## src/hw/rtl/maf_pkg.sv

```systemverilog
// Package of the moving average filter: fixed widths, request codes, FSM state
// type and the control struct of the serial arithmetic unit. Depends on nothing.
package maf_pkg;

	localparam int WL_BITS   = 7;
	localparam int FRAC_BITS = 8;

	localparam logic [WL_BITS-1:0] WL_RESET = 7'd64;

	localparam logic REQ_SAMPLE = 1'b0;
	localparam logic REQ_REFILL = 1'b1;

	typedef enum logic [2:0] {
		ST_CLEAR,
		ST_IDLE,
		ST_UPD,
		ST_ALU,
		ST_DIV_GO,
		ST_DIV,
		ST_OUT,
		ST_WALK
	} maf_state_t;

	typedef struct packed {
		logic start;
		logic refill;
	} alu_ctrl_t;

endpackage

```

## src/hw/rtl/maf_ring.sv

```systemverilog
// Sample ring of the moving average filter: one write port and one registered
// read port. Depends on nothing.
module maf_ring #(
	parameter int DEPTH    = 64,
	parameter int WIDTH    = 16,
	parameter int PTR_BITS = 6
) (
	input  logic                clk,
	input  logic                we,
	input  logic [PTR_BITS-1:0] waddr,
	input  logic [WIDTH-1:0]    wdata,
	input  logic                re,
	input  logic [PTR_BITS-1:0] raddr,
	output logic [WIDTH-1:0]    rdata
);

	logic [WIDTH-1:0] mem_q [DEPTH];
	logic [WIDTH-1:0] rdata_q;

	always_ff @(posedge clk) begin
		if (we) begin
			mem_q[waddr] <= wdata;
		end
		if (re) begin
			rdata_q <= mem_q[raddr];
		end
	end

	assign rdata = rdata_q;

endmodule

```

## src/hw/rtl/maf_serial_alu.sv

```systemverilog
// Bit-serial running sum unit: adds new minus old sample, or forms the refill
// sum as value times window length, one bit per cycle. Depends on maf_pkg.
module maf_serial_alu
	import maf_pkg::*;
#(
	parameter int SAMPLE_BITS = 16,
	parameter int SUM_BITS    = 23
) (
	input  logic                   clk,
	input  logic                   arst_n,
	input  alu_ctrl_t              ctrl,
	input  logic [SAMPLE_BITS-1:0] new_sample,
	input  logic [SAMPLE_BITS-1:0] old_sample,
	input  logic [WL_BITS-1:0]     win,
	output logic [SUM_BITS-1:0]    sum,
	output logic                   done
);

	localparam int ACC_W = WL_BITS + 1;
	localparam int CNT_W = $clog2(SUM_BITS);
	localparam int EXT_W = SUM_BITS - SAMPLE_BITS;

	logic [SUM_BITS-1:0] sum_q;
	logic [SUM_BITS-1:0] a_q;
	logic [SUM_BITS-1:0] o_q;
	logic [ACC_W-1:0]    acc_q;
	logic [CNT_W-1:0]    cnt_q;
	logic                busy_q;
	logic                refill_q;
	logic [ACC_W-1:0]    t;
	logic                last;

	always_comb begin
		if (refill_q) begin
			t = (a_q[0] ? {1'b0, win} : '0) + acc_q;
		end else begin
			t = ACC_W'(sum_q[0]) + ACC_W'(a_q[0]) + ACC_W'(o_q[0]) + acc_q;
		end
	end

	assign last = busy_q && (cnt_q == CNT_W'(SUM_BITS - 1));

	always_ff @(posedge clk or negedge arst_n) begin
		if (!arst_n) begin
			sum_q    <= '0;
			busy_q   <= 1'b0;
			cnt_q    <= '0;
			refill_q <= 1'b0;
		end else if (ctrl.start) begin
			busy_q   <= 1'b1;
			cnt_q    <= '0;
			refill_q <= ctrl.refill;
		end else if (busy_q) begin
			sum_q <= {t[0], sum_q[SUM_BITS-1:1]};
			cnt_q <= cnt_q + CNT_W'(1);
			if (last) begin
				busy_q <= 1'b0;
			end
		end
	end

	always_ff @(posedge clk) begin
		if (ctrl.start) begin
			a_q   <= {{EXT_W{new_sample[SAMPLE_BITS-1]}}, new_sample};
			o_q   <= ~{{EXT_W{old_sample[SAMPLE_BITS-1]}}, old_sample};
			acc_q <= ctrl.refill ? '0 : ACC_W'(1);
		end else if (busy_q) begin
			a_q   <= {1'b0, a_q[SUM_BITS-1:1]};
			o_q   <= {1'b0, o_q[SUM_BITS-1:1]};
			acc_q <= {1'b0, t[ACC_W-1:1]};
		end
	end

	assign sum  = sum_q;
	assign done = last;

endmodule

```

## src/hw/rtl/maf_serial_div.sv

```systemverilog
// Radix-2 restoring divider: running sum times 256 over the window length,
// truncated toward zero and saturated to the mean width. Depends on maf_pkg.
module maf_serial_div
	import maf_pkg::*;
#(
	parameter int SUM_BITS  = 23,
	parameter int MEAN_BITS = 24
) (
	input  logic                 clk,
	input  logic                 arst_n,
	input  logic                 start,
	input  logic [SUM_BITS-1:0]  sum,
	input  logic [WL_BITS-1:0]   win,
	output logic [MEAN_BITS-1:0] mean,
	output logic                 done
);

	localparam int Q_W   = SUM_BITS + FRAC_BITS;
	localparam int CNT_W = $clog2(Q_W);

	logic [Q_W-1:0]       dvd_q;
	logic [Q_W-1:0]       q_q;
	logic [WL_BITS-1:0]   rem_q;
	logic [CNT_W-1:0]     cnt_q;
	logic                 busy_q;
	logic                 fin_q;
	logic                 done_q;
	logic                 neg_q;
	logic [MEAN_BITS-1:0] mean_q;
	logic [SUM_BITS-1:0]  mag;
	logic [WL_BITS:0]     rs;
	logic [WL_BITS:0]     rs_sub;
	logic                 ge;
	logic                 ovf;
	logic [MEAN_BITS-1:0] sat;

	assign mag    = sum[SUM_BITS-1] ? (~sum + SUM_BITS'(1)) : sum;
	assign rs     = {rem_q, dvd_q[Q_W-1]};
	assign rs_sub = rs - {1'b0, win};
	assign ge     = (rs >= {1'b0, win});
	assign ovf    = |q_q[Q_W-1:MEAN_BITS-1];

	always_comb begin
		if (neg_q) begin
			sat = ovf ? {1'b1, {(MEAN_BITS-1){1'b0}}} :
				(~q_q[MEAN_BITS-1:0] + MEAN_BITS'(1));
		end else begin
			sat = ovf ? {1'b0, {(MEAN_BITS-1){1'b1}}} : q_q[MEAN_BITS-1:0];
		end
	end

	always_ff @(posedge clk or negedge arst_n) begin
		if (!arst_n) begin
			busy_q <= 1'b0;
			fin_q  <= 1'b0;
			done_q <= 1'b0;
			cnt_q  <= '0;
		end else begin
			fin_q  <= 1'b0;
			done_q <= fin_q;
			if (start) begin
				busy_q <= 1'b1;
				cnt_q  <= '0;
			end else if (busy_q) begin
				cnt_q <= cnt_q + CNT_W'(1);
				if (cnt_q == CNT_W'(Q_W - 1)) begin
					busy_q <= 1'b0;
					fin_q  <= 1'b1;
				end
			end
		end
	end

	always_ff @(posedge clk) begin
		if (start) begin
			dvd_q <= {mag, {FRAC_BITS{1'b0}}};
			q_q   <= '0;
			rem_q <= '0;
			neg_q <= sum[SUM_BITS-1];
		end else if (busy_q) begin
			dvd_q <= {dvd_q[Q_W-2:0], 1'b0};
			q_q   <= {q_q[Q_W-2:0], ge};
			rem_q <= ge ? rs_sub[WL_BITS-1:0] : rs[WL_BITS-1:0];
		end
		if (fin_q) begin
			mean_q <= sat;
		end
	end

	assign mean = mean_q;
	assign done = done_q;

endmodule

```

## src/hw/rtl/moving_average_filter.sv

```systemverilog
// Boxcar moving average over the most recent window_length samples.
// Input channel: in_valid/in_stall carry req_type and sample_value. A sample
// transaction replaces the oldest ring entry; a refill transaction writes the
// value into every entry. Each input transaction gives one output transaction
// on out_valid/out_stall carrying mean_value (8 fractional bits, truncated
// toward zero, saturated). window_length is written through cfg_valid/cfg_ready,
// always ready; write it only while idle and follow it with a refill.
// One transaction is worked on at a time. After a sample transaction is taken,
// the update state starts the ALU and writes the sample into the ring, the
// running sum is formed in one bit-serial pass, a state starts the radix-2
// divider, which gives one quotient bit per cycle, its finish and done registers
// settle the mean, and the output register is loaded once it is free.
// The next input transaction is taken at the earliest in the idle state after
// that load. A refill walks every ring entry through its single write port.
// After reset a clearing pass over all MAX_WINDOW entries zeroes the ring, with
// in_stall high; configuration writes are still taken. A result waits in the
// output register while out_stall is high; a new input transaction is taken
// meanwhile, and its result waits until the register is free.
module moving_average_filter
	import maf_pkg::*;
#(
	parameter int MAX_WINDOW  = 64,
	parameter int SAMPLE_BITS = 16
) (
	input  logic                           clk,
	input  logic                           arst_n,
	input  logic                           in_valid,
	output logic                           in_stall,
	input  logic                           req_type,
	input  logic [SAMPLE_BITS-1:0]         sample_value,
	output logic                           out_valid,
	input  logic                           out_stall,
	output logic [SAMPLE_BITS+FRAC_BITS-1:0] mean_value,
	input  logic                           cfg_valid,
	output logic                           cfg_ready,
	input  logic [WL_BITS-1:0]             window_length
);

	localparam int PTR_BITS  = $clog2(MAX_WINDOW);
	localparam int SUM_BITS  = SAMPLE_BITS + WL_BITS;
	localparam int MEAN_BITS = SAMPLE_BITS + FRAC_BITS;
	localparam int CMP_W     = (PTR_BITS + 1 > WL_BITS) ? PTR_BITS + 1 : WL_BITS;

	maf_state_t state_q, state_d;

	logic [WL_BITS-1:0]     wl_q;
	logic [WL_BITS-1:0]     win;
	logic                   req_q;
	logic [SAMPLE_BITS-1:0] sample_q;
	logic [PTR_BITS-1:0]    ptr_q;
	logic [PTR_BITS-1:0]    ptr_eff;
	logic [PTR_BITS-1:0]    ptr_next;
	logic [CMP_W-1:0]       p_inc;
	logic [PTR_BITS-1:0]    idx_q;
	logic                   out_valid_q;
	logic [MEAN_BITS-1:0]   mean_out_q;

	logic                   in_accept;
	logic                   mem_we;
	logic [PTR_BITS-1:0]    mem_waddr;
	logic [SAMPLE_BITS-1:0] mem_wdata;
	logic                   mem_re;
	logic [SAMPLE_BITS-1:0] mem_rdata;
	logic                   walk_step;
	logic                   walk_last;
	logic                   ptr_adv;
	alu_ctrl_t              alu_ctrl;
	logic [SUM_BITS-1:0]    alu_sum;
	logic                   alu_done;
	logic                   div_start;
	logic [MEAN_BITS-1:0]   div_mean;
	logic                   div_done;
	logic                   out_load;

	assign cfg_ready = 1'b1;
	assign in_accept = in_valid && !in_stall;

	always_comb begin
		if (wl_q == '0) begin
			win = WL_BITS'(1);
		end else if (int'(wl_q) > MAX_WINDOW) begin
			win = WL_BITS'(MAX_WINDOW);
		end else begin
			win = wl_q;
		end
	end

	assign ptr_eff   = (int'(ptr_q) >= MAX_WINDOW) ? '0 : ptr_q;
	assign p_inc     = CMP_W'(ptr_eff) + CMP_W'(1);
	assign ptr_next  = (p_inc >= CMP_W'(win)) ? '0 : p_inc[PTR_BITS-1:0];
	assign walk_last = (idx_q == PTR_BITS'(MAX_WINDOW - 1));

	always_comb begin
		state_d         = state_q;
		in_stall        = 1'b1;
		mem_we          = 1'b0;
		mem_waddr       = idx_q;
		mem_wdata       = sample_q;
		mem_re          = 1'b0;
		walk_step       = 1'b0;
		ptr_adv         = 1'b0;
		alu_ctrl.start  = 1'b0;
		alu_ctrl.refill = (req_q == REQ_REFILL);
		div_start       = 1'b0;
		out_load        = 1'b0;
		case (state_q)
			ST_CLEAR: begin
				mem_we    = 1'b1;
				mem_wdata = '0;
				walk_step = 1'b1;
				if (walk_last) begin
					state_d = ST_IDLE;
				end
			end
			ST_IDLE: begin
				in_stall = 1'b0;
				mem_re   = in_valid;
				if (in_valid) begin
					state_d = (req_type == REQ_REFILL) ? ST_WALK : ST_UPD;
				end
			end
			ST_WALK: begin
				mem_we    = 1'b1;
				walk_step = 1'b1;
				if (walk_last) begin
					state_d = ST_UPD;
				end
			end
			ST_UPD: begin
				alu_ctrl.start = 1'b1;
				if (req_q == REQ_SAMPLE) begin
					mem_we    = 1'b1;
					mem_waddr = ptr_eff;
					ptr_adv   = 1'b1;
				end
				state_d = ST_ALU;
			end
			ST_ALU: begin
				if (alu_done) begin
					state_d = ST_DIV_GO;
				end
			end
			ST_DIV_GO: begin
				div_start = 1'b1;
				state_d   = ST_DIV;
			end
			ST_DIV: begin
				if (div_done) begin
					state_d = ST_OUT;
				end
			end
			ST_OUT: begin
				if (!out_valid_q || !out_stall) begin
					out_load = 1'b1;
					state_d  = ST_IDLE;
				end
			end
			default: begin
				state_d = ST_IDLE;
			end
		endcase
	end

	always_ff @(posedge clk or negedge arst_n) begin
		if (!arst_n) begin
			state_q <= ST_CLEAR;
		end else begin
			state_q <= state_d;
		end
	end

	always_ff @(posedge clk or negedge arst_n) begin
		if (!arst_n) begin
			wl_q        <= WL_RESET;
			ptr_q       <= '0;
			idx_q       <= '0;
			req_q       <= REQ_SAMPLE;
			out_valid_q <= 1'b0;
		end else begin
			if (cfg_valid && cfg_ready) begin
				wl_q <= window_length;
			end
			if (in_accept) begin
				req_q <= req_type;
			end
			if (walk_step) begin
				idx_q <= walk_last ? '0 : idx_q + PTR_BITS'(1);
			end
			if (ptr_adv) begin
				ptr_q <= ptr_next;
			end
			if (out_load) begin
				out_valid_q <= 1'b1;
			end else if (!out_stall) begin
				out_valid_q <= 1'b0;
			end
		end
	end

	always_ff @(posedge clk) begin
		if (in_accept) begin
			sample_q <= sample_value;
		end
		if (out_load) begin
			mean_out_q <= div_mean;
		end
	end

	maf_ring #(
		.DEPTH   (MAX_WINDOW),
		.WIDTH   (SAMPLE_BITS),
		.PTR_BITS(PTR_BITS)
	) u_ring (
		.clk  (clk),
		.we   (mem_we),
		.waddr(mem_waddr),
		.wdata(mem_wdata),
		.re   (mem_re),
		.raddr(ptr_eff),
		.rdata(mem_rdata)
	);

	maf_serial_alu #(
		.SAMPLE_BITS(SAMPLE_BITS),
		.SUM_BITS   (SUM_BITS)
	) u_alu (
		.clk       (clk),
		.arst_n    (arst_n),
		.ctrl      (alu_ctrl),
		.new_sample(sample_q),
		.old_sample(mem_rdata),
		.win       (win),
		.sum       (alu_sum),
		.done      (alu_done)
	);

	maf_serial_div #(
		.SUM_BITS (SUM_BITS),
		.MEAN_BITS(MEAN_BITS)
	) u_div (
		.clk   (clk),
		.arst_n(arst_n),
		.start (div_start),
		.sum   (alu_sum),
		.win   (win),
		.mean  (div_mean),
		.done  (div_done)
	);

	assign out_valid  = out_valid_q;
	assign mean_value = mean_out_q;

endmodule

```

## config.mk

```make
export PLATFORM = sky130hd
export DESIGN_NAME = moving_average_filter
export DESIGN_NICKNAME = d
export VERILOG_FILES = /design/src/hw/rtl/maf_pkg.sv /design/src/hw/rtl/maf_ring.sv /design/src/hw/rtl/maf_serial_alu.sv /design/src/hw/rtl/maf_serial_div.sv /design/src/hw/rtl/moving_average_filter.sv
export SDC_FILE = /design/constraint.sdc
export NUM_CORES = 1
export LEC_CHECK = 0
export BUFFER_PORTS_ARGS = -buffer_cell sky130_fd_sc_hd__buf_2
export CAP_MARGIN = 5
export CORE_ASPECT_RATIO = 1.25
export CORE_MARGIN = 8
export CORE_UTILIZATION = 37
export CTS_BUF_LIST = sky130_fd_sc_hd__clkbuf_16
export DETAILED_ROUTE_END_ITERATION = 16
export PLACE_DENSITY = 0.63
export REMOVE_ABC_BUFFERS = 1
export SLEW_MARGIN = 0
export SYNTH_ARGS = -nofsm -noshare
export SYNTH_HDL_FRONTEND = slang
export SYNTH_SLANG_ARGS = --single-unit
```

## constraint.sdc

```tcl
create_clock -name clk -period 3.2 [get_ports clk]
set_input_delay 0.64 -clock clk [delete_from_list [all_inputs] [get_ports clk]]
set_output_delay 0.64 -clock clk [all_outputs]
set_load 0.02 [all_outputs]
```

== After elaboration in Yosys (flattened, before gate mapping) ==
Memory sizes are Yosys's and may differ from the RTL's. A register that Yosys moved wholly into a read port is not among the register bits.
Index checks and enable logic that the tools add are counted.

* Register bits after elaboration: 242
* RAM bits: 1024
* Bits of input ports: 29
* Output and inout port bits: 27
* Word-level logic and storage cells: 131
* Memories: 1

* Add/subtract/negate cells: 11
* $lt $le $gt $ge: 3
* Eq/ne operators: 17
* Muxes and demuxes: 58
* Bitwise logic cells: 4
* Reduce and logical (&&, ||, !) cells: 13

{| class="wikitable"
|+ Memories
! name !! words !! width !! rd ports !! clocked after memory_dff !! write ports !! line !! RTL
|-
| u_ring.mem_q || 64 || 16 || 1 || 1 || 1 || maf_ring.sv:17 || <nowiki>logic [WIDTH-1:0] mem_q [DEPTH];</nowiki>
|}

{| class="wikitable"
|+ Operators with widths
! operator !! number
|-
| two-way mux 23 bit || 5
|-
| two-way mux 24 bit || 3
|-
| two-way mux 31 bit || 2
|-
| NOT 23 bit || 2
|-
| two-way mux 7 bit || 4
|-
| adder 24 x 1 -> 24 bit, second input constant || 1
|-
| two-way mux 6 bit || 4
|-
| two-way mux 8 bit || 3
|-
| NOT 24 bit || 1
|-
| case mux 3 bit (8 select lines) || 1
|-
| adder 23 x 1 -> 23 bit, second input constant || 1
|-
| two-way mux 1 bit || 23
|-
| two-way mux 3 bit || 7
|-
| two-way mux 5 bit || 4
|-
| adder 8 bit || 2
|-
| two-way mux 16 bit || 1
|-
| equality test 3 bit, second input constant || 4
|-
| adder 5 x 1 -> 5 bit, second input constant || 2
|-
| equality test 5 bit, second input constant || 2
|-
| inequality test 2 bit, second input constant || 5
|-
| adder 8 x 1 -> 8 bit || 1
|-
| >= comparator 8 x 7 -> 1 bit || 1
|-
| OR reduction 8 bit || 1
|-
| adder 6 x 1 -> 7 bit, second input constant || 1
|-
| 20 further kinds || 25
|}

== Logic depth before layout (Yosys ltp) ==
* Depth after elaboration: 8
* Depth in mapped cells: 13

== Hierarchy ==
Synthesis repeated with hierarchy kept, for this count alone.

* Cell total of the unflattened synthesis: 2836
* Area total of the unflattened synthesis: 51943.6 um2

{| class="wikitable"
|+ By module, submodules not included
! module !! instances !! cells an instance !! area an instance (um2)
|-
| maf_ring || 1 || 1829 || 40202.3
|-
| maf_serial_div || 1 || 495 || 4956.0
|-
| maf_serial_alu || 1 || 295 || 3952.5
|-
| moving_average_filter || 1 || 217 || 2832.7
|}

== Least setup slack after synthesis ==
OpenSTA, ideal clock, no wires.

* Path kind: register -> register
* Start point: register ptr_q[0], in the netlist ptr_eff[0]
* End point: register ptr_q[2], in the netlist ptr_eff[2]
* Arrival time: 3.145 ns
* Data required time: 3.113 ns
* Path slack: -0.032 ns
* Cell stages (with the launch flop): 14
* Buffers on the path: 5
* Clock period less this slack: 3.232 ns
* Cells stage by stage: dfrtp_1 > clkbuf_1 > buf_2 > buf_2 > buf_2 > buf_2 > nand2_1 > nor2_1 > xor2_1 > ha_1 > a21o_1 > a211oi_1 > o21ai_0 > o211ai_1

* Word-level cells in the longest chain between the ends: 3

{| class="wikitable"
|+ Ends and longest elaborated chain
! item !! line !! RTL
|-
| start, declared || moving_average_filter.sv:50 || <nowiki>logic [PTR_BITS-1:0] ptr_q;</nowiki>
|-
| start signal, assigned || moving_average_filter.sv:190 || <nowiki>ptr_q <= ptr_next;</nowiki>
|-
| adder 6 x 1 -> 7 bit * || moving_average_filter.sv:89 || <nowiki>assign p_inc = CMP_W'(ptr_eff) + CMP_W'(1);</nowiki>
|-
| >= comparator 7 bit || moving_average_filter.sv:90 || <nowiki>assign ptr_next = (p_inc >= CMP_W'(win)) ? '0 : p_inc[PTR_BITS-1:0];</nowiki>
|-
| two-way mux 6 bit * || moving_average_filter.sv:90 ||
|}

Every way passes the cells marked *; elsewhere a longest branch is shown, timed or not.
A chain may end at the register's enable or synchronous reset.

== Final worst setup path ==
* Start point: register state_q[1]
* End point: memory u_ring.mem_q[34][8] (enable)

* Word-level cells in the longest chain between the ends: 5
* Elaborated cells between the ends (all ways): 8
* Classes of those cells: 2 x eq/ne; 4 x mux; 2 x reduce/logical

{| class="wikitable"
|+ Ends and longest elaborated chain
! item !! line !! RTL
|-
| start, declared || moving_average_filter.sv:44 || <nowiki>maf_state_t state_q, state_d;</nowiki>
|-
| start signal, assigned || moving_average_filter.sv:168 || <nowiki>state_q <= state_d;</nowiki>
|-
| equality test 3 bit or zero test 3 bit (tied branches) || moving_average_filter.sv:106 || <nowiki>case (state_q)</nowiki>
|-
| OR reduction 2 bit (no source line) || - ||
|-
| case mux 1 bit (2 select lines) || moving_average_filter.sv:106 ||
|-
| two-way mux 1 bit || maf_ring.sv:21 || <nowiki>if (we) begin</nowiki>
|-
| two-way mux 1 bit (not written as such) || maf_ring.sv:22 || <nowiki>mem_q[waddr] <= wdata;</nowiki>
|-
| end, declared || maf_ring.sv:17 ||
|}

Several ways; a longest one is shown, not always the timed one.

==> impl_metrics.tcl <==
set metrics [dict create \
    synth_ff_type "edfxtp_1" \
    fmax_mhz 327.9 \
    synth_top_area_share_pct 69.11 \
    synth-edff-count 1181 \
    grt-ovfl-total 0 \
    slew_viol_final 0 \
    slew_headroom_pct 15.68 \
    crit_buf_inv 2 \
    layout_commonest_cell "edfxtp_1" \
    cp-end-kind "flip-flop" \
    cts_setup_buffers 0 \
    rows 153 \
    synth.distinct_cells 66 \
    drtAntennaViolNets 0 \
    max-clock-path-buffers 3 \
    cp.required_ps 3610 \
    synth_area_um2 51320 \
    power.clock.fraction_pct 43.0 \
    power_leakage_nw 16.92 \
    drc 0 \
    power.share.combinational_pct 0.6 \
    skew_ps 47.69 \
    crit_family "simple AND/OR/NAND/NOR gates" \
    cts_resized 0 \
    seq_area_frac_synth_pct 73.62 \
    cts.sinks 1281 \
    crit_chain "buf_4 > nor3b_2 > nand2b_1 > o22ai_1 > nand2_1 > nor2_1 > buf_12" \
    grt_pass1_wl_um 175700 \
    vdd_drop_max_mv 0.4361 \
    p_sw_share_pct 19.69 \
    path_class "reg2reg" \
    finalHoldViolCount 0 \
    clock_latency_ps 740 \
    cp_slowest_cell "nor2_1" \
    utilization_pct 42.54 \
    grt_usage_pct 15.30 \
    post-dp-hpwl_um 71100 \
    grt_pass1_vias 27260 \
    most-common-layout-cells "edfxtp_1 (1,181), mux2i_1 (239), nand2_1 (204), mux4_2 (164), buf_4 (152)" \
    p_seq_share_pct 56.4 \
    cts_htree_levels 3 \
    gp_congestion 0.8255 \
    tightest_slew_ps 1265 \
    ys_ff_latch 1281 \
    cp_data_arrival_time_ps 3460 \
    start_util_pct 37.08 \
    rsz0062_at_grt "no" \
    syn_avg_cell_area_um2 17.31 \
    hp-start "sample_value[7]" \
    root_buffer "clkbuf_16" \
    hold_class "in2reg" \
    nNetsFinal 3220 \
    antenna_found_initial 2 \
    cts.clk_slew.worst_paths_ps 60 \
    die_w_um 349.1 \
    die_area_um2 150900 \
    synth_area_leader_cell "edfxtp_1" \
    fp.coreArea_um2 138400 \
    wl_per_cell_um 22.93 \
    via_per_inst 5.216 \
    io_pins 56 \
    netlist_instances 2964 \
    setup_tns_ps 0 \
    regToRegStartpoint "state_q[1]$_DFFE_PN0P_" \
    synthTopCellsByArea "edfxtp_1 (69%), mux4_2 (7.2%), mux2i_1 (4.7%)" \
    setup_viol 0 \
    vias 26690 \
    power.switching_mw 6.295 \
    status "complete, no violations" \
    layout-drive-gt1-share_pct 20.36 \
    fin_crit_sh_pct 95.31 \
    die_h_um 432.4 \
    ys_warn_count 0 \
    dr.pass1.iters 7 \
    max_cap_violations 0 \
    cp-start-kind "flip-flop" \
    numPortBuffers 54 \
    slowest_delay_ps 510 \
    cts_tree "yes" \
    cts_buffers 121 \
    period_needed_ps 3050 \
    wl_um 117300 \
    cts-hold-fix-buffers 1 \
    grt_max_degree 75 \
    internal_power_mw 25.68 \
    crit_fanout 14 \
    powerDensity_nw_per_um2 543.1 \
    startpoint "state_q[1]$_DFFE_PN0P_" \
    areaGrowthSynthToFinish_pct 14.74 \
    dr.first_iter.drc_count 2173 \
    synthArstFlopShare_pct 4.840 \
]
-- flip-flops by register name (all words and copies together) (netlist names), 7 cells and up --
name,flops
mean_value,24
u_div.mean,24
u_div.dvd_q,23
u_div.q_q,31
wl_q,7
u_ring.mem_q,1024
u_alu.o_q,23
u_ring.rdata,16
u_alu.a_q,23
sample_q,16
u_alu.acc_q,7
u_alu.sum,23
u_div.rem_q,7
-- power groups by stage --
stage	Clock, mW	Combinational, mW	Sequential (mW)
finish	13.7	0.205	18.0
global route	14.7	0.231	18.0
CTS	14.1	0.207	18.0
detailed placement	0	0.202	18.4
global placement	0	0.203	18.4
floorplan	0	0.125	18.4
-- kinds of logic (layout without fill, tap and decap cells) --
logic type / Yosys count / after routing / synth area share, %
and+or+nand+nor: 549 / 549 / 4.881
other: 1 / 2 / 0.007308
adders and majority gates: 35 / 35 / 0.9119
muxes: 453 / 453 / 12.96
DFF: 1281 / 1281 / 73.62
xor gates and xnor gates: 57 / 57 / 0.9728
AOI/OAI and AO/OA: 395 / 395 / 5.137
buffers and inverters: 193 / 485 / 1.517
-- final timing paths --
kind | endpoint | depth (start not counted) | slack (ps)
worst min-delay path | sample_q[7]$_DFFE_PP_ | 1 | 80
max in group asynchronous | u_alu.sum[5]$_DFFE_PN0P_ | 3 | 2000
worst min register to register | mean_value[15]$_DFFE_PP_ | 0 | 410
min in group asynchronous | u_alu.sum[17]$_DFFE_PN0P_ | 2 | 450
worst max-delay path | u_ring.mem_q[34][8]$_DFFE_PP_ | 7 | 150
worst max register to register | u_ring.mem_q[34][8]$_DFFE_PP_ | 7 | 150
-- Yosys cell counts (16+ instances only) --
master    instances
clkbuf_1        102
buf_1            20
xor2_1           40
a22oi_1          94
dfxtp_1          38
dfrtp_1          61
mux2i_1         239
mux4_2          164
edfxtp_1       1181
a21o_1           21
o21ai_0          90
nand3_1          56
mux2_2           50
o22ai_1          34
buf_2            37
nand2_1         205
a221oi_1         16
ha_1             31
xnor2_1          17
a211oi_1         38
nor2_1          156
inv_1            32
nor2b_1          45
a21oi_1          51
-- layout make-up --
class / count / area [µm²]
fill: 12140 / 79530
timing repair buffer: 230 / 1882
multi-input combinational: 1490 / 12930
clock buffer: 122 / 3053
antenna: 1 / 2.502
sequential: 1281 / 37790
tap: 1860 / 2327
inverter: 32 / 120.1
clock inverter: 101 / 775.7
-- metal layers --
| metal | vias to the layer above | wire length, µm | global-route usage [%] |
|---|---|---|---|
| met1 | 13770 | 47630 | 19.24 |
| met5 | - | 0 | 0 |
| li1 | 12060 | - | - |
| met4 | 0 | 3150 | 5.075 |
| met2 | 685 | 60920 | 27.13 |
| met3 | 168 | 5628 | 2.146 |
-- per-stage QoR --
stage	std cells	setup WS (ps)	hold WS, ps	power, mW	instance area, µm²
6_report	5117	150.1	83.87	31.98	58880
5_1_grt	5116	17.87	37.96	32.92	58880
4_1_cts	5116	243.3	7.572	32.30	58880
3_5_place_dp	4892	321.9	404.5	18.59	55040
3_3_place_gp	4892	336.7	400.9	18.59	55040
2_1_floorplan	2803	-11610	344.4	18.51	50660
(Power assumes the default switching activity.)
